File: src/rtl/hctb_pkg.sv
// Package for the Huffman code table builder: fixed field widths and the
// sequencer state type. No dependencies.
package hctb_pkg;

    localparam int LEAF_WEIGHT_W = 24;
    localparam int SYMBOL_W      = 8;
    localparam int LEAF_NUM_W    = 4;
    localparam int CODE_LEN_W    = 4;
    localparam int CODE_WORD_W   = 15;
    localparam int WPL_W         = 32;

    typedef enum logic [7:0] {
        S_LOAD      = 8'b0000_0001,
        S_SCAN      = 8'b0000_0010,
        S_SCAN_END  = 8'b0000_0100,
        S_MERGE_A   = 8'b0000_1000,
        S_MERGE_B   = 8'b0001_0000,
        S_WALK_RD   = 8'b0010_0000,
        S_WALK_STEP = 8'b0100_0000,
        S_EMIT      = 8'b1000_0000
    } t_state;

endpackage

File: src/rtl/hctb_stream_if.sv
// Valid/ready stream interfaces for leaf requests and code results.
// Depends on hctb_pkg.
interface hctb_leaf_if import hctb_pkg::*; ();
    logic                     valid;
    logic                     ready;
    logic [LEAF_WEIGHT_W-1:0] leaf_weight;
    logic [SYMBOL_W-1:0]      leaf_symbol;

    modport source (output valid, output leaf_weight, output leaf_symbol, input ready);
    modport sink   (input valid, input leaf_weight, input leaf_symbol, output ready);
endinterface

interface hctb_code_if import hctb_pkg::*; ();
    logic                   valid;
    logic                   ready;
    logic [LEAF_NUM_W-1:0]  leaf_number;
    logic [SYMBOL_W-1:0]    symbol_out;
    logic [CODE_LEN_W-1:0]  code_length;
    logic [CODE_WORD_W-1:0] code_word;
    logic [WPL_W-1:0]       weighted_length;
    logic                   last_code;

    modport source (output valid, output leaf_number, output symbol_out, output code_length,
                    output code_word, output weighted_length, output last_code, input ready);
    modport sink   (input valid, input leaf_number, input symbol_out, input code_length,
                    input code_word, input weighted_length, input last_code, output ready);
endinterface

File: src/rtl/hctb_node_mem.sv
// Node table storage: node weights, parent/side links and leaf symbols.
// One write and one registered read port per memory. Depends on hctb_pkg.
module hctb_node_mem import hctb_pkg::*; #(
    parameter int NN = 31,
    parameter int NL = 16,
    parameter int NW = 28,
    parameter int IW = 5,
    parameter int LW = 4
) (
    input  logic                i_clk,
    input  logic                i_w_we,
    input  logic [IW-1:0]       i_w_waddr,
    input  logic [NW-1:0]       i_w_wdata,
    input  logic [IW-1:0]       i_w_raddr,
    output logic [NW-1:0]       o_w_rdata,
    input  logic                i_p_we,
    input  logic [IW-1:0]       i_p_waddr,
    input  logic [IW:0]         i_p_wdata,
    input  logic [IW-1:0]       i_p_raddr,
    output logic [IW:0]         o_p_rdata,
    input  logic                i_s_we,
    input  logic [LW-1:0]       i_s_waddr,
    input  logic [SYMBOL_W-1:0] i_s_wdata,
    input  logic [LW-1:0]       i_s_raddr,
    output logic [SYMBOL_W-1:0] o_s_rdata
);

    logic [NW-1:0]       r_weight_mem [NN];
    logic [IW:0]         r_link_mem   [NN];
    logic [SYMBOL_W-1:0] r_sym_mem    [NL];

    always_ff @(posedge i_clk) begin
        if (i_w_we) begin
            r_weight_mem[i_w_waddr] <= i_w_wdata;
        end
        o_w_rdata <= r_weight_mem[i_w_raddr];
    end

    always_ff @(posedge i_clk) begin
        if (i_p_we) begin
            r_link_mem[i_p_waddr] <= i_p_wdata;
        end
        o_p_rdata <= r_link_mem[i_p_raddr];
    end

    always_ff @(posedge i_clk) begin
        if (i_s_we) begin
            r_sym_mem[i_s_waddr] <= i_s_wdata;
        end
        o_s_rdata <= r_sym_mem[i_s_raddr];
    end

endmodule

File: src/rtl/hctb_min2.sv
// Two-minimum tracker: fed one node per cycle, keeps the lightest and the
// second lightest, ties to the earlier (lower) index. Depends on hctb_pkg.
module hctb_min2 import hctb_pkg::*; #(
    parameter int NW = 28,
    parameter int IW = 5
) (
    input  logic          i_clk,
    input  logic          i_rst_n,
    input  logic          i_clear,
    input  logic          i_vld,
    input  logic [IW-1:0] i_idx,
    input  logic [NW-1:0] i_w,
    output logic [IW-1:0] o_a_idx,
    output logic [NW-1:0] o_a_w,
    output logic [IW-1:0] o_b_idx,
    output logic [NW-1:0] o_b_w
);

    logic          r_a_found, r_b_found;
    logic [IW-1:0] r_a_idx, r_b_idx;
    logic [NW-1:0] r_a_w, r_b_w;
    logic          lt_a, lt_b;

    assign lt_a = !r_a_found || (i_w < r_a_w);
    assign lt_b = !r_b_found || (i_w < r_b_w);

    always_ff @(posedge i_clk) begin
        if (!i_rst_n || i_clear) begin
            r_a_found <= 1'b0;
            r_b_found <= 1'b0;
        end else if (i_vld) begin
            if (lt_a) begin
                r_a_found <= 1'b1;
                r_b_found <= r_a_found;
            end else if (lt_b) begin
                r_b_found <= 1'b1;
            end
        end
    end

    always_ff @(posedge i_clk) begin
        if (i_vld) begin
            if (lt_a) begin
                r_a_idx <= i_idx;
                r_a_w   <= i_w;
                r_b_idx <= r_a_idx;
                r_b_w   <= r_a_w;
            end else if (lt_b) begin
                r_b_idx <= i_idx;
                r_b_w   <= i_w;
            end
        end
    end

    assign o_a_idx = r_a_idx;
    assign o_a_w   = r_a_w;
    assign o_b_idx = r_b_idx;
    assign o_b_w   = r_b_w;

endmodule

File: src/rtl/huffman_code_table_builder_core.sv
// Huffman code table builder, top level: sequencer, shared adder and output
// register. Depends on hctb_pkg, hctb_stream_if, hctb_node_mem, hctb_min2.
//
// Usage: i_leaf carries NUM_LEAVES leaf requests (weight, symbol), one per
// cycle while ready is high. After the last leaf of a table ready drops and
// the tree is built: each new node k (NUM_LEAVES .. 2*NUM_LEAVES-2) scans the
// k existing nodes through one compare unit, one node per cycle, then links
// the two chosen children in S_MERGE_A and S_MERGE_B. Codes are then found
// by walking each leaf up to the root, through S_WALK_RD and S_WALK_STEP for
// each tree level and then S_EMIT, and the results leave on o_code in leaf
// order; the last one carries last_code and the weighted path length.
// A stalled receiver holds the output register and pauses the walk; the next
// table is accepted while the final result still waits.
// Reset (synchronous, active low) empties the table and the output register.
module huffman_code_table_builder_core import hctb_pkg::*; #(
    parameter int NUM_LEAVES  = 16,
    parameter int WEIGHT_BITS = 24
) (
    input  logic       i_clk,
    input  logic       i_rst_n,
    hctb_leaf_if.sink  i_leaf,
    hctb_code_if.source o_code
);

    localparam int NN = 2 * NUM_LEAVES - 1;
    localparam int IW = $clog2(NN);
    localparam int LW = $clog2(NUM_LEAVES);
    localparam int NW = WEIGHT_BITS + LW;
    localparam int AW = ((NW > WPL_W) ? NW : WPL_W) + 1;

    t_state                 r_state, n_state;
    logic [LW-1:0]          r_leaf, n_leaf;
    logic [IW-1:0]          r_k, n_k;
    logic [IW-1:0]          r_scan, n_scan;
    logic                   r_cmp_vld, n_cmp_vld;
    logic [IW-1:0]          r_cmp_idx, n_cmp_idx;
    logic [NN-1:0]          r_has_par, n_has_par;
    logic [IW-1:0]          r_cur, n_cur;
    logic [LW-1:0]          r_len, n_len;
    logic [CODE_WORD_W-1:0] r_code, n_code;
    logic [WPL_W-1:0]       r_wpl, n_wpl;

    logic                   r_out_vld, n_out_vld;
    logic [LEAF_NUM_W-1:0]  r_out_num, n_out_num;
    logic [SYMBOL_W-1:0]    r_out_sym, n_out_sym;
    logic [CODE_LEN_W-1:0]  r_out_len, n_out_len;
    logic [CODE_WORD_W-1:0] r_out_code, n_out_code;
    logic [WPL_W-1:0]       r_out_wpl, n_out_wpl;
    logic                   r_out_last, n_out_last;

    logic [WEIGHT_BITS+LEAF_WEIGHT_W-1:0] win_pad;
    logic [NW-1:0]          leaf_w;
    logic [IW-1:0]          leaf_node;
    logic [LW+3:0]          leaf_pad, len_pad;
    logic                   accept, last_leaf, out_free;

    logic                   w_we, p_we, s_we;
    logic [IW-1:0]          w_waddr, w_raddr, p_waddr;
    logic [NW-1:0]          w_wdata, w_rdata;
    logic [IW:0]            p_wdata, p_rdata;
    logic [SYMBOL_W-1:0]    s_rdata;

    logic [IW-1:0]          a_idx, b_idx;
    logic [NW-1:0]          a_w, b_w;
    logic                   min_clear, min_vld;

    logic [AW-1:0]          add_a, add_b, add_sum;
    logic [WPL_W-1:0]       wpl_sat;

    assign win_pad   = {{WEIGHT_BITS{1'b0}}, i_leaf.leaf_weight};
    assign leaf_w    = {{LW{1'b0}}, win_pad[WEIGHT_BITS-1:0]};
    assign leaf_node = IW'(r_leaf);
    assign leaf_pad  = {4'b0000, r_leaf};
    assign len_pad   = {4'b0000, r_len};
    assign last_leaf = (r_leaf == LW'(NUM_LEAVES - 1));
    assign accept    = i_leaf.valid && (r_state == S_LOAD);
    assign out_free  = !r_out_vld || o_code.ready;

    // shared adder: merge weight sums and path length accumulation
    assign add_a   = (r_state == S_MERGE_A) ? AW'(a_w) : AW'(r_wpl);
    assign add_b   = (r_state == S_MERGE_A) ? AW'(b_w) : AW'(w_rdata);
    assign add_sum = add_a + add_b;
    assign wpl_sat = (|add_sum[AW-1:WPL_W]) ? {WPL_W{1'b1}} : add_sum[WPL_W-1:0];

    assign w_we    = accept || (r_state == S_MERGE_A);
    assign w_waddr = accept ? leaf_node : r_k;
    assign w_wdata = accept ? leaf_w : add_sum[NW-1:0];
    assign w_raddr = ((r_state == S_SCAN) || (r_state == S_SCAN_END)) ? r_scan : leaf_node;
    assign p_we    = (r_state == S_MERGE_A) || (r_state == S_MERGE_B);
    assign p_waddr = (r_state == S_MERGE_A) ? a_idx : b_idx;
    assign p_wdata = {r_k, (r_state == S_MERGE_A)};
    assign s_we    = accept;

    assign min_clear = (r_state == S_LOAD) || (r_state == S_MERGE_B);
    assign min_vld   = r_cmp_vld && !r_has_par[r_cmp_idx];

    hctb_node_mem #(
        .NN(NN), .NL(NUM_LEAVES), .NW(NW), .IW(IW), .LW(LW)
    ) u_mem (
        .i_clk     (i_clk),
        .i_w_we    (w_we),
        .i_w_waddr (w_waddr),
        .i_w_wdata (w_wdata),
        .i_w_raddr (w_raddr),
        .o_w_rdata (w_rdata),
        .i_p_we    (p_we),
        .i_p_waddr (p_waddr),
        .i_p_wdata (p_wdata),
        .i_p_raddr (r_cur),
        .o_p_rdata (p_rdata),
        .i_s_we    (s_we),
        .i_s_waddr (r_leaf),
        .i_s_wdata (i_leaf.leaf_symbol),
        .i_s_raddr (r_leaf),
        .o_s_rdata (s_rdata)
    );

    hctb_min2 #(.NW(NW), .IW(IW)) u_min2 (
        .i_clk   (i_clk),
        .i_rst_n (i_rst_n),
        .i_clear (min_clear),
        .i_vld   (min_vld),
        .i_idx   (r_cmp_idx),
        .i_w     (w_rdata),
        .o_a_idx (a_idx),
        .o_a_w   (a_w),
        .o_b_idx (b_idx),
        .o_b_w   (b_w)
    );

    always_comb begin
        n_state    = r_state;
        n_leaf     = r_leaf;
        n_k        = r_k;
        n_scan     = r_scan;
        n_cmp_vld  = (r_state == S_SCAN);
        n_cmp_idx  = r_scan;
        n_has_par  = r_has_par;
        n_cur      = r_cur;
        n_len      = r_len;
        n_code     = r_code;
        n_wpl      = r_wpl;
        n_out_vld  = r_out_vld && !o_code.ready;
        n_out_num  = r_out_num;
        n_out_sym  = r_out_sym;
        n_out_len  = r_out_len;
        n_out_code = r_out_code;
        n_out_wpl  = r_out_wpl;
        n_out_last = r_out_last;
        case (r_state)
            S_LOAD: begin
                if (accept) begin
                    if (last_leaf) begin
                        n_k     = IW'(NUM_LEAVES);
                        n_scan  = '0;
                        n_state = S_SCAN;
                    end else begin
                        n_leaf = r_leaf + LW'(1);
                    end
                end
            end
            S_SCAN: begin
                if (r_scan == r_k - IW'(1)) begin
                    n_state = S_SCAN_END;
                end else begin
                    n_scan = r_scan + IW'(1);
                end
            end
            S_SCAN_END: begin
                n_state = S_MERGE_A;
            end
            S_MERGE_A: begin
                n_has_par[a_idx] = 1'b1;
                n_state          = S_MERGE_B;
            end
            S_MERGE_B: begin
                n_has_par[b_idx] = 1'b1;
                if (r_k == IW'(NN - 1)) begin
                    n_leaf  = '0;
                    n_cur   = '0;
                    n_len   = '0;
                    n_code  = '0;
                    n_wpl   = '0;
                    n_state = S_WALK_RD;
                end else begin
                    n_k     = r_k + IW'(1);
                    n_scan  = '0;
                    n_state = S_SCAN;
                end
            end
            S_WALK_RD: begin
                n_state = S_WALK_STEP;
            end
            S_WALK_STEP: begin
                if (r_has_par[r_cur]) begin
                    if (!p_rdata[0] && (len_pad < (LW + 4)'(CODE_WORD_W))) begin
                        n_code = r_code | (CODE_WORD_W'(1) << r_len);
                    end
                    n_len   = r_len + LW'(1);
                    n_wpl   = wpl_sat;
                    n_cur   = p_rdata[IW:1];
                    n_state = S_WALK_RD;
                end else begin
                    n_state = S_EMIT;
                end
            end
            S_EMIT: begin
                if (out_free) begin
                    n_out_vld  = 1'b1;
                    n_out_num  = leaf_pad[LEAF_NUM_W-1:0];
                    n_out_sym  = s_rdata;
                    n_out_len  = len_pad[CODE_LEN_W-1:0];
                    n_out_code = r_code;
                    n_out_wpl  = last_leaf ? r_wpl : '0;
                    n_out_last = last_leaf;
                    n_len      = '0;
                    n_code     = '0;
                    if (last_leaf) begin
                        n_leaf    = '0;
                        n_has_par = '0;
                        n_state   = S_LOAD;
                    end else begin
                        n_leaf  = r_leaf + LW'(1);
                        n_cur   = IW'(r_leaf + LW'(1));
                        n_state = S_WALK_RD;
                    end
                end
            end
            default: begin
                n_state = S_LOAD;
            end
        endcase
    end

    always_ff @(posedge i_clk) begin
        if (!i_rst_n) begin
            r_state   <= S_LOAD;
            r_leaf    <= '0;
            r_k       <= '0;
            r_scan    <= '0;
            r_cmp_vld <= 1'b0;
            r_has_par <= '0;
            r_cur     <= '0;
            r_len     <= '0;
            r_out_vld <= 1'b0;
        end else begin
            r_state   <= n_state;
            r_leaf    <= n_leaf;
            r_k       <= n_k;
            r_scan    <= n_scan;
            r_cmp_vld <= n_cmp_vld;
            r_has_par <= n_has_par;
            r_cur     <= n_cur;
            r_len     <= n_len;
            r_out_vld <= n_out_vld;
        end
    end

    always_ff @(posedge i_clk) begin
        r_cmp_idx  <= n_cmp_idx;
        r_code     <= n_code;
        r_wpl      <= n_wpl;
        r_out_num  <= n_out_num;
        r_out_sym  <= n_out_sym;
        r_out_len  <= n_out_len;
        r_out_code <= n_out_code;
        r_out_wpl  <= n_out_wpl;
        r_out_last <= n_out_last;
    end

    assign i_leaf.ready           = (r_state == S_LOAD);
    assign o_code.valid           = r_out_vld;
    assign o_code.leaf_number     = r_out_num;
    assign o_code.symbol_out      = r_out_sym;
    assign o_code.code_length     = r_out_len;
    assign o_code.code_word       = r_out_code;
    assign o_code.weighted_length = r_out_wpl;
    assign o_code.last_code       = r_out_last;

endmodule
File: src/flat_wrapper.sv
// flat-port wrapper written by rule: the top's interface ports become plain ports
module huffman_code_table_builder_core_flat import hctb_pkg::*;
#(
    parameter int NUM_LEAVES  = 16,
    parameter int WEIGHT_BITS = 24
)
  (i_clk, i_rst_n, i_leaf_valid, i_leaf_leaf_weight, i_leaf_leaf_symbol, i_leaf_ready, o_code_valid, o_code_leaf_number, o_code_symbol_out, o_code_code_length, o_code_code_word, o_code_weighted_length, o_code_last_code, o_code_ready);
  hctb_leaf_if i_leaf_i ();
  hctb_code_if o_code_i ();
  input  logic i_clk;
  input  logic i_rst_n;
  input wire logic [$bits(i_leaf_i.valid)-1:0] i_leaf_valid;
  input wire logic [$bits(i_leaf_i.leaf_weight)-1:0] i_leaf_leaf_weight;
  input wire logic [$bits(i_leaf_i.leaf_symbol)-1:0] i_leaf_leaf_symbol;
  output wire logic [$bits(i_leaf_i.ready)-1:0] i_leaf_ready;
  output wire logic [$bits(o_code_i.valid)-1:0] o_code_valid;
  output wire logic [$bits(o_code_i.leaf_number)-1:0] o_code_leaf_number;
  output wire logic [$bits(o_code_i.symbol_out)-1:0] o_code_symbol_out;
  output wire logic [$bits(o_code_i.code_length)-1:0] o_code_code_length;
  output wire logic [$bits(o_code_i.code_word)-1:0] o_code_code_word;
  output wire logic [$bits(o_code_i.weighted_length)-1:0] o_code_weighted_length;
  output wire logic [$bits(o_code_i.last_code)-1:0] o_code_last_code;
  input wire logic [$bits(o_code_i.ready)-1:0] o_code_ready;
  assign i_leaf_i.valid = i_leaf_valid;
  assign i_leaf_i.leaf_weight = i_leaf_leaf_weight;
  assign i_leaf_i.leaf_symbol = i_leaf_leaf_symbol;
  assign i_leaf_ready = i_leaf_i.ready;
  assign o_code_valid = o_code_i.valid;
  assign o_code_leaf_number = o_code_i.leaf_number;
  assign o_code_symbol_out = o_code_i.symbol_out;
  assign o_code_code_length = o_code_i.code_length;
  assign o_code_code_word = o_code_i.code_word;
  assign o_code_weighted_length = o_code_i.weighted_length;
  assign o_code_last_code = o_code_i.last_code;
  assign o_code_i.ready = o_code_ready;
  huffman_code_table_builder_core #(.NUM_LEAVES(NUM_LEAVES), .WEIGHT_BITS(WEIGHT_BITS)) u_core (.i_clk(i_clk), .i_rst_n(i_rst_n), .i_leaf(i_leaf_i), .o_code(o_code_i));
endmodule
File: config.mk
export PLATFORM = sky130hd
export DESIGN_NAME = huffman_code_table_builder_core_flat
export DESIGN_NICKNAME = d
export VERILOG_FILES = /design/src/rtl/hctb_pkg.sv /design/src/rtl/hctb_stream_if.sv /design/src/rtl/hctb_node_mem.sv /design/src/rtl/hctb_min2.sv /design/src/rtl/huffman_code_table_builder_core.sv /design/src/flat_wrapper.sv
export SDC_FILE = /design/constraint.sdc
export NUM_CORES = 2
export LEC_CHECK = 0
export BUFFER_PORTS_ARGS = -buffer_cell sky130_fd_sc_hd__buf_2
export CAP_MARGIN = 0
export CORE_ASPECT_RATIO = 1.1
export CORE_MARGIN = 2
export CORE_UTILIZATION = 63
export CTS_CLUSTER_DIAMETER = 200
export DETAILED_ROUTE_END_ITERATION = 16
export MAX_ROUTING_LAYER = met4
export PLACE_DENSITY = 0.87
export SYNTH_ARGS = -nofsm -noshare
export SYNTH_HDL_FRONTEND = slang
export SYNTH_HIERARCHICAL = 1
export SYNTH_SLANG_ARGS = --single-unit
File: constraint.sdc
create_clock -name i_clk -period 6.2 [get_ports i_clk]
set_input_delay 1.86 -clock i_clk [delete_from_list [all_inputs] [get_ports i_clk]]
set_output_delay 1.86 -clock i_clk [all_outputs]
set_load 0.02 [all_outputs]
# Yosys cells after proc, flatten, opt, wreduce, memory -nomap -nowiden

Memories as Yosys holds them, arrays and structs flattened. A register that Yosys moved wholly into a read port is not among the register bits.
Cells that the tools add are included.

Input bits: 36
Bits in registers: 248
Memories kept: 3
Bits in writable memories: 1182

Add/sub/neg operators: 7
Equal/unequal tests: 23
Order comparisons: 9
Reductions and logical operators: 40
Shift operators: 1
Muxes and demuxes: 71
Bitwise logic cells: 3

Memories:

| memory                    | words | width | rd ports | clocked after Yosys merged registers in | wr ports | RTL line            | source |
|---|---|---|---|---|---|---|---|
| u_core.u_mem.r_weight_mem | 31    | 28    | 1        | 1                                       | 1        | hctb_node_mem.sv:28 | `logic [NW-1:0] r_weight_mem [NN];` |
| u_core.u_mem.r_link_mem   | 31    | 6     | 1        | 1                                       | 1        | hctb_node_mem.sv:29 | `logic [IW:0] r_link_mem [NN];` |
| u_core.u_mem.r_sym_mem    | 16    | 8     | 1        | 1                                       | 1        | hctb_node_mem.sv:30 | `logic [SYMBOL_W-1:0] r_sym_mem [NL];` |

Operators by type and width:

| operator               | number |
|---|---|
| $mux W32               | 4 |
| $mux W28               | 4 |
| $pmux W31 S3           | 1 |
| $mux W5                | 16 |
| $pmux W32 S2           | 1 |
| $pmux W8 S8            | 1 |
| $mux W31               | 2 |
| $or A31 B31 Y31        | 2 |
| $mux W15               | 4 |
| $lt A28 B28 Y1         | 2 |
| $pmux W15 S3           | 1 |
| $mux W8                | 5 |
| $add A33 B33 Y33       | 1 |
| $pmux W5 S3            | 2 |
| $mux W4                | 7 |
| $lt A5 B6 Y1 const B   | 4 |
| $pmux W4 S3            | 2 |
| $reduce_and A5 Y1      | 4 |
| $or A15 B15 Y15        | 1 |
| $shl A1 B4 Y15 const A | 1 |
| $mux W1                | 14 |
| $mux W6                | 2 |
| $ne A2 B1 Y1 const B   | 6 |
| $ne A2 B2 Y1 const B   | 6 |
| 28 further kinds       | 61 |

# Longest topological paths before layout

Depth after elaboration: 6
Depth in mapped cells: 20
Mapped depth without buffers: 18

# By module

The synthesis kept the hierarchy.

By module, submodules not included:

| module                          | times used | sequential area each (um^2) | area an instance (um^2) | cells each |
|---|---|---|---|---|
| hctb_node_mem                   | 1          | 36334.8                     | 46763.6                 | 2319 |
| huffman_code_table_builder_core | 1          | 4714.5                      | 10467.5                 | 1172 |
| hctb_min2                       | 1          | 2021.9                      | 3971.3                  | 305 |

# Least setup slack after synthesis

OpenSTA, ideal clock, no wires.

Path kind: input-to-reg
Start: in o_code_ready
End: reg u_core.r_out_len[0], in the netlist u_core/o_code.code_length[0] (enable)
Setup slack: 1.112 ns
Buffers on the path: 0
Stages: 2
Library setup time: 0.486 ns
Arrival: 4.602 ns
Cell sequence: nor2b_1 nor2_1

Longest elaborated chain between the ends: 2

RTL lines:

| item                        | RTL line                               | source |
|---|---|---|
| start: declaration          | flat_wrapper.sv:23                     | `input wire logic [$bits(o_code_i.ready)-1:0] o_code_ready;` |
| $logic_or A1 B1 Y1          | huffman_code_table_builder_core.sv:77  | `assign out_free = !r_out_vld \|\| o_code.ready;` |
| $reduce_and A2 Y1 (no line) | n/a                                    |  |
| end signal: assignment      | huffman_code_table_builder_core.sv:265 | `r_out_len <= n_out_len;` |
| end: declaration            | huffman_code_table_builder_core.sv:46  | `logic [CODE_LEN_W-1:0] r_out_len, n_out_len;` |

No other way between the ends.
A chain may end at the register's enable or synchronous reset.

# Worst setup path in the final report

Start: reg u_core.r_state[5]
End: mem u_core.u_mem.r_weight_mem[4][27], data pin

Longest elaborated chain between the ends: 4
Elaborated cells on any way between the ends: 7

RTL lines:

| item                                 | RTL line                                                                     | source |
|---|---|---|
| start: declaration                   | huffman_code_table_builder_core.sv:31                                        | `t_state r_state, n_state;` |
| start signal: assignment             | huffman_code_table_builder_core.sv:247                                       | `r_state <= n_state;` |
| $eq A8 B4 Y1                         | huffman_code_table_builder_core.sv:80, huffman_code_table_builder_core.sv:81 |  |
| $mux W32 or $mux W28 (tied branches) | huffman_code_table_builder_core.sv:80, huffman_code_table_builder_core.sv:81 |  |
| $add A33 B33 Y33                     | huffman_code_table_builder_core.sv:82                                        | `assign add_sum = add_a + add_b;` |
| $mux W28 *                           | huffman_code_table_builder_core.sv:87                                        | `assign w_wdata = accept ? leaf_w : add_sum[NW-1:0];` |
| via u_core.w_wdata[27]               | huffman_code_table_builder_core.sv:59                                        | `logic [NW-1:0] w_wdata, w_rdata;` |
| end: declaration                     | hctb_node_mem.sv:28                                                          |  |

Mark *: on every way through the listed nets, which the timed path passes. The rest lies on a longest branch.

==> metrics <==
post-synthesis mux area share=12.3%; first-pass GRT wire length=241,000 µm; Post-CTS Setup Inserts=0; Period minus WS final=5.60 ns; Slew Limit Fails=0; outcome=complete, no violations; largest family of logic cells by synthesized area=multiplexers; IO Port Bufs=101; maxcap violations=0; initial antenna violation count=8; root buffer cell=clkbuf_16; final wirelength=166,000 µm; Die Wd=301 µm; HPWL Detailed=95,900 µm; Tightest Pin Transition=1.36 ns; footprint of the multi-input gates=17,100 µm²; IO Count=102; Clock Sink Count=1,472; All-Layer GR Usage=34.4%; Slew Limit Headroom=9.26%; Setup Skew=0.0396 ns; number of distinct library cells after synthesis=88; cts hold-fix bufs=0; Vias/cell=7.03; setup repair after global routing missed its margin=no; Cell Area, Synth=61,200 µm²; Finished Core Util=70.8%; total power per unit cell area=322 nW/µm²; PostCTS Resize Cnt=0; clk slew on worst S/H paths=0.07 ns; Final TNS setup=0 ns; syn avg cell area=16.1 µm²; Final Hold Violating Endpoints=0; Inserted Clock Buffers=141; Post-route DRC=0; Wirelength per Cell=31.2 µm; Max Clk Rate=178 MHz; endpoints failing setup=0; largest net degree at the start of global routing=81; initial core utilization=63.7%; nets@finish=4,079; Non-Filler Instances=5,340; Area growth, synth to finish=11.1%; die area=99,700 µm²; peak supply drop=0.000309 V; Critical Path, Cell by Cell=nor2_1, nand2_1, nor3_1, nand3b_1, inv_2, buf_4, nand2_1, nand2_1, ha_1, a21oi_1, o21ai_1, a311oi_1, nor2_1, o31ai_1, nand2_1, nor2_2; row cnt=119; Final GP Congestion=0.933; Crit. End Element=flip-flop; Worst path max stage delay=0.98 ns; Max H-tree Level=4; # placed instances=5,074; Post-Synth Simple-Gate Area=6.89%; routed via count=37,600; Main synth FF type=edfxtp_1; critical path class=reg2reg; fill count=5,434; Slowest cell on crit path=nor2_2; Post-synth EDFFs=1,359; TritonCTS clock tree=built; leak pwr=22.3 nW; Adder-Cell Fraction of Synth Area=1.93%; layout cells sized above 1=17.4%; synth warn=6; arrival time worst endpoint=5.99 ns; Post-Synthesis Cells=3,796; XOR/XNOR Fraction of Synth Area=0.587%; core box area=96,000 µm²; Syn Nets=3,926; worst min-delay path class=reg2reg; Crit path top cell by count=nand2_1; startpoint types=flip-flop; Worst EP required=6.59 ns; hold slack=0.388 ns; Max clock buf depth=3; Synth Area in Compound Gates=5.57%; DRT iter0 DRCs=6,143; Skew-Pair Late Insertion Delay=0.78 ns; post-synthesis sequential area ratio=70.4%; die height=331 µm; Pre-Repair DR Iteration Count=8; antenna viol nets, final=0; period utilization=90.4%; Seq cells post-synth=1,472; most frequent cells in the layout=edfxtp_1, nand2_1, mux2i_1; ys async rst share=0%; vias in the first global route=36,700; Reg area=43,100 µm²; most common cell after layout, fill and taps aside=edfxtp_1; CP Max Fanout=31; total grt overflow=0
[worst paths after layout]
check | from | endpoint | slack, ns | cells after the start
max reg2reg | u_core/r_state[5] | u_core/u_mem/r_weight_mem[4][27] | 0.60 | 16
min | u_core/n_cmp_idx[4] | u_core/r_cmp_idx[4] | 0.39 | 0
min reg2reg | u_core/n_cmp_idx[4] | u_core/r_cmp_idx[4] | 0.39 | 0
max | u_core/r_state[5] | u_core/u_mem/r_weight_mem[4][27] | 0.60 | 16
[synth_stat cells, types with 6 or more instances]
cell	instances	share of area, %
nor3_1	35	0.29
inv_1	77	0.47
o22a_1	6	0.086
nand2_1	315	1.9
o31ai_1	37	0.45
and2_1	43	0.44
or3b_2	13	0.19
mux4_2	144	5.3
a21oi_1	143	1.2
buf_6	31	0.57
a21o_1	15	0.18
mux4_1	28	1.2
a211oi_1	15	0.18
a22oi_1	57	0.70
nor2b_1	14	0.14
mux2_4	28	0.69
xnor2_1	19	0.27
buf_1	18	0.11
clkbuf_1	78	0.48
xor2_1	22	0.31
o22ai_1	92	0.94
buf_2	45	0.37
mux2i_1	269	4.4
mux2_2	35	0.64
o21ai_0	75	0.61
nand3b_1	23	0.28
and3_1	8	0.082
a31o_2	7	0.10
a31oi_1	15	0.15
nand3_1	84	0.69
dfxtp_1	113	3.7
nor4_1	6	0.061
buf_4	16	0.20
nor3b_1	6	0.074
nor2_1	194	1.2
nand4_1	52	0.53
nand2b_1	43	0.44
edfxtp_1	1359	67
o21ai_1	7	0.057
ha_1	93	1.9
o211ai_1	9	0.11
o211a_1	20	0.33
[report_power, final]
| group | internal (mW) | switching (mW) |
|---|---|---|
| Combinational | 0.536 | 1.34 |
| Clock | 4.87 | 3.78 |
| Sequential | 11.3 | 0.0995 |
| Total | 16.7 | 5.22 |
[layer usage]
| layer | part of all wire, % | GRT usage [%] |
|---|---|---|
| met5 | 0 | - |
| met1 | 33 | 41.8 |
| met3 | 13 | 9.32 |
| met4 | 6.0 | 17.9 |
| met2 | 47 | 53.2 |
[cells by family (layout without fill, tap and decap cells)]
kind of cell    Yosys count  count (layout)
xor+xnor                 41              41
other cells               0               6
mux                     507             507
flops                  1472            1472
simple gates            875             875
fa+ha+maj                94              94
buf+inv                 274             542
compound gates          533             533
[worst max-delay path: cells and delay by family (launching register included)]
| family | cells | cell delay (ns) |
|---|---|---|
| DFF | 1 | 0.36 |
| buffers and inverters | 2 | 0.77 |
| AOI/OAI and AO/OA | 4 | 1.36 |
| and+or+nand+nor | 9 | 2.39 |
| adders and majority gates | 1 | 0.31 |
[sequential cells by signal (all words and copies together) (netlist names), 8 cells and up]
register / cells
u_core/o_code.symbol_out: 8
u_core/u_min2/o_b_w: 28
u_core/r_has_par: 31
u_core/u_mem/r_weight_mem: 868
u_core/u_mem/r_link_mem: 186
u_core/r_state: 8
u_core/r_wpl: 32
u_core/u_min2/o_a_w: 28
u_core/o_code.weighted_length: 32
u_core/o_code.code_word: 15
u_core/r_code: 15
u_core/u_mem/r_sym_mem: 128
u_core/u_mem/o_w_rdata: 28
u_core/u_mem/o_s_rdata: 8
[area by class of cell]
type	count	area share [%]
Inverter	80	0.442
Clock inverter	88	1.30
Tap cell	1270	2.34
Antenna cell	6	0.0221
Timing Repair Buffer	204	2.05
Multi-Input combinational cell	2050	25.1
Sequential cell	1472	63.3
Clock buffer	170	5.44
[per-stage QoR]
step	instance area (µm²)	setup slack (ns)	total power, mW
final	68000	0.597	21.9
after global routing	68000	0.299	22.4
after CTS	68000	0.781	21.9
after detailed placement	63400	0.976	13.3
after global placement	63400	1.16	13.3
after floorplan	61200	1.11	12.6
Power figures use the tool's default switching activity.
